## src/design/avt_pkg.sv

```systemverilog
package avt_pkg;

    localparam int COORD_WIDTH   = 32;
    localparam int FRACTION_BITS = 16;
    localparam int NUM_ENTRIES   = 16;
    localparam int INDEX_WIDTH   = 4;

    // Exact product, the product with its fraction bits dropped, and a sum of four terms.
    localparam int PROD_WIDTH = 2 * COORD_WIDTH;
    localparam int TERM_WIDTH = PROD_WIDTH - FRACTION_BITS;
    localparam int SUM_WIDTH  = TERM_WIDTH + 2;

    // Slave tdata layout, from the lowest bit up.
    localparam int S_INDEX_LSB  = 0;
    localparam int S_VALUE_LSB  = S_INDEX_LSB + INDEX_WIDTH;
    localparam int S_X_LSB      = S_VALUE_LSB + COORD_WIDTH;
    localparam int S_Y_LSB      = S_X_LSB + COORD_WIDTH;
    localparam int S_Z_LSB      = S_Y_LSB + COORD_WIDTH;
    localparam int S_USED_BITS  = S_Z_LSB + COORD_WIDTH;
    localparam int S_DATA_WIDTH = ((S_USED_BITS + 7) / 8) * 8;
    localparam int M_DATA_WIDTH = 4 * COORD_WIDTH;

    localparam logic REQ_LOAD      = 1'b0;
    localparam logic REQ_TRANSFORM = 1'b1;

    typedef logic signed [COORD_WIDTH-1:0] coord_t;
    typedef logic [NUM_ENTRIES-1:0][COORD_WIDTH-1:0] matrix_t;
    typedef logic [3:0][COORD_WIDTH-1:0] vec4_t;

    localparam coord_t IDENTITY_ONE = coord_t'(1) << FRACTION_BITS;

    typedef struct packed {
        logic                   en;
        logic [INDEX_WIDTH-1:0] index;
        coord_t                 value;
    } mat_wr_t;

endpackage

```

## src/design/avt_matrix_store.sv

```systemverilog
module avt_matrix_store (
    input  logic              clk,
    input  logic              rst_n,
    input  avt_pkg::mat_wr_t  wr,
    output avt_pkg::matrix_t  mat
);
    import avt_pkg::*;

    coord_t mat_reg [NUM_ENTRIES];

    always_ff @(posedge clk or negedge rst_n)
    begin
        if (!rst_n)
        begin
            // Identity: row equals column on the diagonal.
            for (int i = 0; i < NUM_ENTRIES; i++)
            begin
                mat_reg[i] <= (i[1:0] == i[3:2]) ? IDENTITY_ONE : '0;
            end
        end
        else if (wr.en)
        begin
            mat_reg[wr.index] <= wr.value;
        end
    end

    always_comb
    begin
        for (int i = 0; i < NUM_ENTRIES; i++)
        begin
            mat[i] = mat_reg[i];
        end
    end

endmodule

```

## config.mk

```make
export PLATFORM = sky130hd
export DESIGN_NAME = avt_matrix_store
export DESIGN_NICKNAME = d
export VERILOG_FILES = /design/src/design/avt_pkg.sv /design/src/design/avt_matrix_store.sv
export SDC_FILE = /design/constraint.sdc
export NUM_CORES = 1
export LEC_CHECK = 0
export ABC_CLOCK_PERIOD_IN_PS = 1500
export BUFFER_PORTS_ARGS = -buffer_cell sky130_fd_sc_hd__buf_2
export CORE_AREA = 2 2 217 219
export CTS_CLUSTER_SIZE = 14
export DETAILED_ROUTE_END_ITERATION = 7
export DIE_AREA = 0 0 219 221
export GPL_TIMING_DRIVEN = 1
export PLACE_DENSITY_LB_ADDON = 0.12
export SLEW_MARGIN = 5
export SYNTH_ARGS = -nofsm -noshare
export SYNTH_HDL_FRONTEND = slang
export SYNTH_SLANG_ARGS = --single-unit
export TNS_END_PERCENT = 30
```

## constraint.sdc

```tcl
create_clock -name clk -period 1.5 [get_ports clk]
set_input_delay 0.15 -clock clk [delete_from_list [all_inputs] [get_ports clk]]
set_output_delay 0.15 -clock clk [all_outputs]
set_load 0.05 [all_outputs]
```

======== After elaboration in Yosys (flattened, before gate mapping) ========
Cells that the tools add are included.
word-level totals
  flip-flop bits (word level) ............. 512
  word-level logic and storage cells ...... 23
  input port bits ......................... 39
cells by class
  bitwise logic cells ..................... 1
  reduce and logical (&&, ||, !) cells .... 1
  magnitude comparators ................... 2
  multiplexer cells ....................... 3
operators with widths
  kind                                                                  number
  512-bit bitwise mux                                                   1
  32-bit demux with 4-bit select                                        1
  32-bit two-way mux                                                    1
  5-bit greater-or-equal comparator, second input constant              1
  5-bit by 1-bit < comparator with 1-bit output, second input constant  1
  4-bit inverter with 5-bit output                                      1
  1-bit logical AND                                                     1

======== Depth between registers and ports, before layout ========
  depth in word-level cells ............... 6
  gate-level depth with buffers ........... 5

======== Worst setup path after synthesis ========
No wires, ideal clock.
  path kind ............................... input-to-reg
  start ................................... input wr[35] (netlist bit)
  end ..................................... register mat_reg, in the netlist mat[131]
  slack ................................... 116 ps
  setup time .............................. 128 ps
  data required time ...................... 1372 ps
  cell stages on the path ................. 5
  data arrival time ....................... 1257 ps
  cell sequence ........................... nand3b_1 or3_1 clkbuf_1 buf_2 mux2_1
on the way
  longest elaborated chain between the ends .. 6
  elaborated cells between the ends (all ways) .. 7
  classes of those cells .................. order compare: 2; mux: 3; bitwise: 1; reduce/logical: 1
RTL lines
  item                                                                                                                      RTL line                text
  start: declaration                                                                                                        avt_matrix_store.sv:4   input avt_pkg::mat_wr_t wr,
  4-bit inverter with 5-bit output (not written as such) (*)                                                                avt_matrix_store.sv:23  mat_reg[wr.index] <= wr.value;
  5-bit greater-or-equal comparator (not written as such) or 5-bit by 1-bit < comparator with 1-bit output (tied branches)  avt_matrix_store.sv:23
  1-bit logical AND (not written as such)                                                                                   avt_matrix_store.sv:23
  32-bit two-way mux (not written as such)                                                                                  avt_matrix_store.sv:23
  32-bit demux with 4-bit select (*)                                                                                        avt_matrix_store.sv:23
  512-bit bitwise mux (*)                                                                                                   avt_matrix_store.sv:23
  end signal: indexed assignment                                                                                            avt_matrix_store.sv:18  mat_reg[i] <= (i[1:0] == i[3:2]) ? IDENTITY_ONE : '0;
  end signal: indexed assignment                                                                                            avt_matrix_store.sv:23
  end: declaration                                                                                                          avt_matrix_store.sv:9   coord_t mat_reg [NUM_ENTRIES];
Mark *: on every way between the ends. The rest lies on a longest branch, timed or not.
A chain may end at the register's enable or synchronous reset.

======== Final worst setup path ========
  start ................................... register mat_reg, in the netlist mat[176]
  end ..................................... output mat[176] (netlist bit)
RTL lines
  item              RTL line               text
  end: declaration  avt_matrix_store.sv:5  output avt_pkg::matrix_t mat
No word-level cell between the ends.

==> summary.txt <==
Placement
  • RD Place Congestion: 0.7901
  • # port buffers: 550
  • Placed insts: 2274
  • Half-perimeter wire length after detailed placement: around 41000 um

Floorplanning
  • I/O pin count: between 500 and 600
  • Die Ht: 221 um
  • Core area: ~0.046 mm^2
  • Initial core utilization: a little over 40%
  • Die area: 0.04840 mm^2
  • # rows: 79
  • Die W: between 200 and 250 um

Synthesis
  • Post-Syn Nets: 1172
  • Syn Area/Cell: 16.86 um^2
  • Yosys Warn Count: 0
  • Post-synthesis cell area: about 0.019 mm^2
  • Count of different cell masters after synthesis: 16
  • Post-synthesis sequential area ratio: 67.09%
  • Register bit total from synthesis: 512
  • Post-Syn Instances: 1133

Worst setup path
  • Crit-path cells: buf_6
  • Buf/Inv on CP: 1
  • Critical Path Stages: 1
  • Worst-case reg-to-reg path depth: 1
  • CP max stage cell: dfstp_2
  • Largest delay share family, worst path: flip-flops
  • Reg2reg start: mat[386]
  • Critical path required time: between 1 and 1.5 ns
  • Reg2Reg Setup Slack: ~0.70 ns
  • Critical path class: reg -> out
  • Crit start category: flop
  • Crit. End Element: primary output
  • Crit path max fanout: 2
  • Capture point of the worst path: mat[176]
  • Crit path DAT: approximately 1.3 ns
  • Crit path largest cell delay: 0.54 ns
  • Worst Setup SP: mat[176]
  • RR Endpoint: mat[386]

Timing
  • Fin crit period: 1.442 ns
  • Post-route setup TNS: 0 ns
  • Max-slew violation count: 0
  • Final hold vios: 0
  • Tcrit/Tclk final: 96.13%
  • Max frequency: 0.6935 GHz
  • RSZ-0062 raised after global routing: false
  • Final setup skew: 0 ns
  • Worst Max-Slew Pin Slew: 0.4504 ns
  • Worst rel slew slack: between 60% and 70%
  • Final setup viols: 0
  • WHS: 0.01570 ns

GRT
  • First-pass GRT wire length: 85750 um
  • Gr ovfl total: 0
  • Vias in the first global route: between 10000 and 15000
  • Initial antenna violation count: 1
  • Largest net degree at the start of global routing: 70
  • Gr usage total: between 20 and 25%

CTS
  • Clock Path Buffers: 3
  • Worst-Skew Late Latency: 0.61 ns
  • Clock transition at the registers of the reported paths: 0.06 ns
  • # H-tree levels: 2
  • CTS buffer count: 54
  • CTS tree: built
  • CTS root buffer: clkbuf_16
  • CTS Sinks: slightly above 500

Layout
  • Commonest non-fill, non-tap cell in the layout: buf_2
  • Final net count: 1763
  • Diode count: 0
  • Layout cells sized above 1: between 60% and 70%
  • Final Non-Filler Cells: 2370
  • Most frequent cells in the layout: 545 x buf_2, 508 x dfrtp_1, 502 x mux2_2
  • Layout area overhead: 30.59%
  • Max reg flops: 512

Run
  • Maxcap violations: 0

Routing
  • 1st-iter DRT viols: 487
  • WL per Instance: 24.57 um
  • Routed WL: 58230 um
  • TritonRoute pass-1 iters: 4
  • DRC viols: 0
  • Antenna-violating nets left: 0
  • Via count: roughly 12000
  • Vias per cell: 5.012

Pwr
  • VDD IR max: 1.272 mV
  • Tot Pwr: 51.39 mW
  • Leakage: 12.17 nW
  • Pwr dens: 2060 mW/mm^2

Status
  • Status: complete, no violations

Worst hold path
  • Worst hold path type: in -> async
==> per-layer routing <==
metal | vias to the layer above | routed length, um | GRT usage [%]
met5 | - | 11 | 0
met2 | 399 | 27830 | 38.81
met4 | 2 | 1871 | 8.217
met1 | 6242 | 23440 | 29.75
met3 | 88 | 5072 | 8.674
li1 | 5148 | - | -
==> power breakdown <==
| group | internal [mW] | switching (mW) | leakage [nW] |
|---|---|---|---|
| logic | 4.71 | 15.2 | 5.07 |
| clock network | 7.39 | 5.38 | 0.830 |
| registers | 17.1 | 1.64 | 6.27 |
| total | 29.2 | 22.2 | 12.2 |
==> Yosys cell counts <==
| cell | instances | share of area, % |
|---|---|---|
| dfrtp_1 | 508 | 67 |
| buf_6 | 3 | 0.18 |
| nand3b_1 | 3 | 0.12 |
| mux2_1 | 10 | 0.59 |
| nor2_1 | 10 | 0.20 |
| mux2_2 | 502 | 30 |
| clkbuf_1 | 37 | 0.73 |
| nand2_1 | 2 | 0.039 |
| buf_2 | 42 | 1.1 |
| or3_1 | 2 | 0.065 |
| nor3b_2 | 1 | 0.065 |
| nor2b_1 | 1 | 0.033 |
| dfstp_2 | 4 | 0.55 |
| nand3_1 | 1 | 0.026 |
| buf_1 | 3 | 0.059 |
| nand2b_1 | 4 | 0.13 |
==> worst min-delay path by stage <==
stage | from | endpoint | slack (ns) | cells after the start
after floorplan | rst_n | mat[0] | -0.15 | 0
after global placement | rst_n | mat[61] | 0.06 | 1
after detailed placement | rst_n | mat[61] | 0.07 | 1
after CTS | rst_n | mat[61] | 0.001 | 2
after global routing | rst_n | mat[61] | 0.005 | 2
final | rst_n | mat[61] | 0.02 | 2
==> kinds of logic (layout without fill, tap and decap cells) <==
kind of cell / Yosys count / after routing / share of synthesized area [%]
DFF: 512 / 512 / 67.09
buffers and inverters: 85 / 715 / 2.063
muxes: 512 / 512 / 30.18
and+or+nand+nor: 24 / 24 / 0.6745
==> metrics by stage <==
step           instance area (um^2)  setup slack, ns  utilization [%]
3_3_place_gp                  23220         -0.07653            50.42
2_1_floorplan                 19110           0.1155                -
5_1_grt                       24950         0.001520            54.17
3_5_place_dp                  23220         -0.09185            50.42
6_report                      24950          0.05808            54.17
4_1_cts                       24950         0.006111            54.16
==> layout make-up <==
type / instances / area, um^2
tap: 607 / 759.5
clock buffer: 83 / 1580
clock inverter: 12 / 110.1
timing repair buffer: 620 / 3704
multi-input combinational: 536 / 5979
fill: 3921 / 21110
sequential: 512 / 12820
==> timing repair <==
action,CTS,global route
gates cloned,0,0
hold endpoints to repair,422,0
resized for setup,7,1
hold buffers,1,0
setup endpoints to repair,4,1
buffers inserted,0,0
No activity file was read; power rests on OpenSTA's default activity.
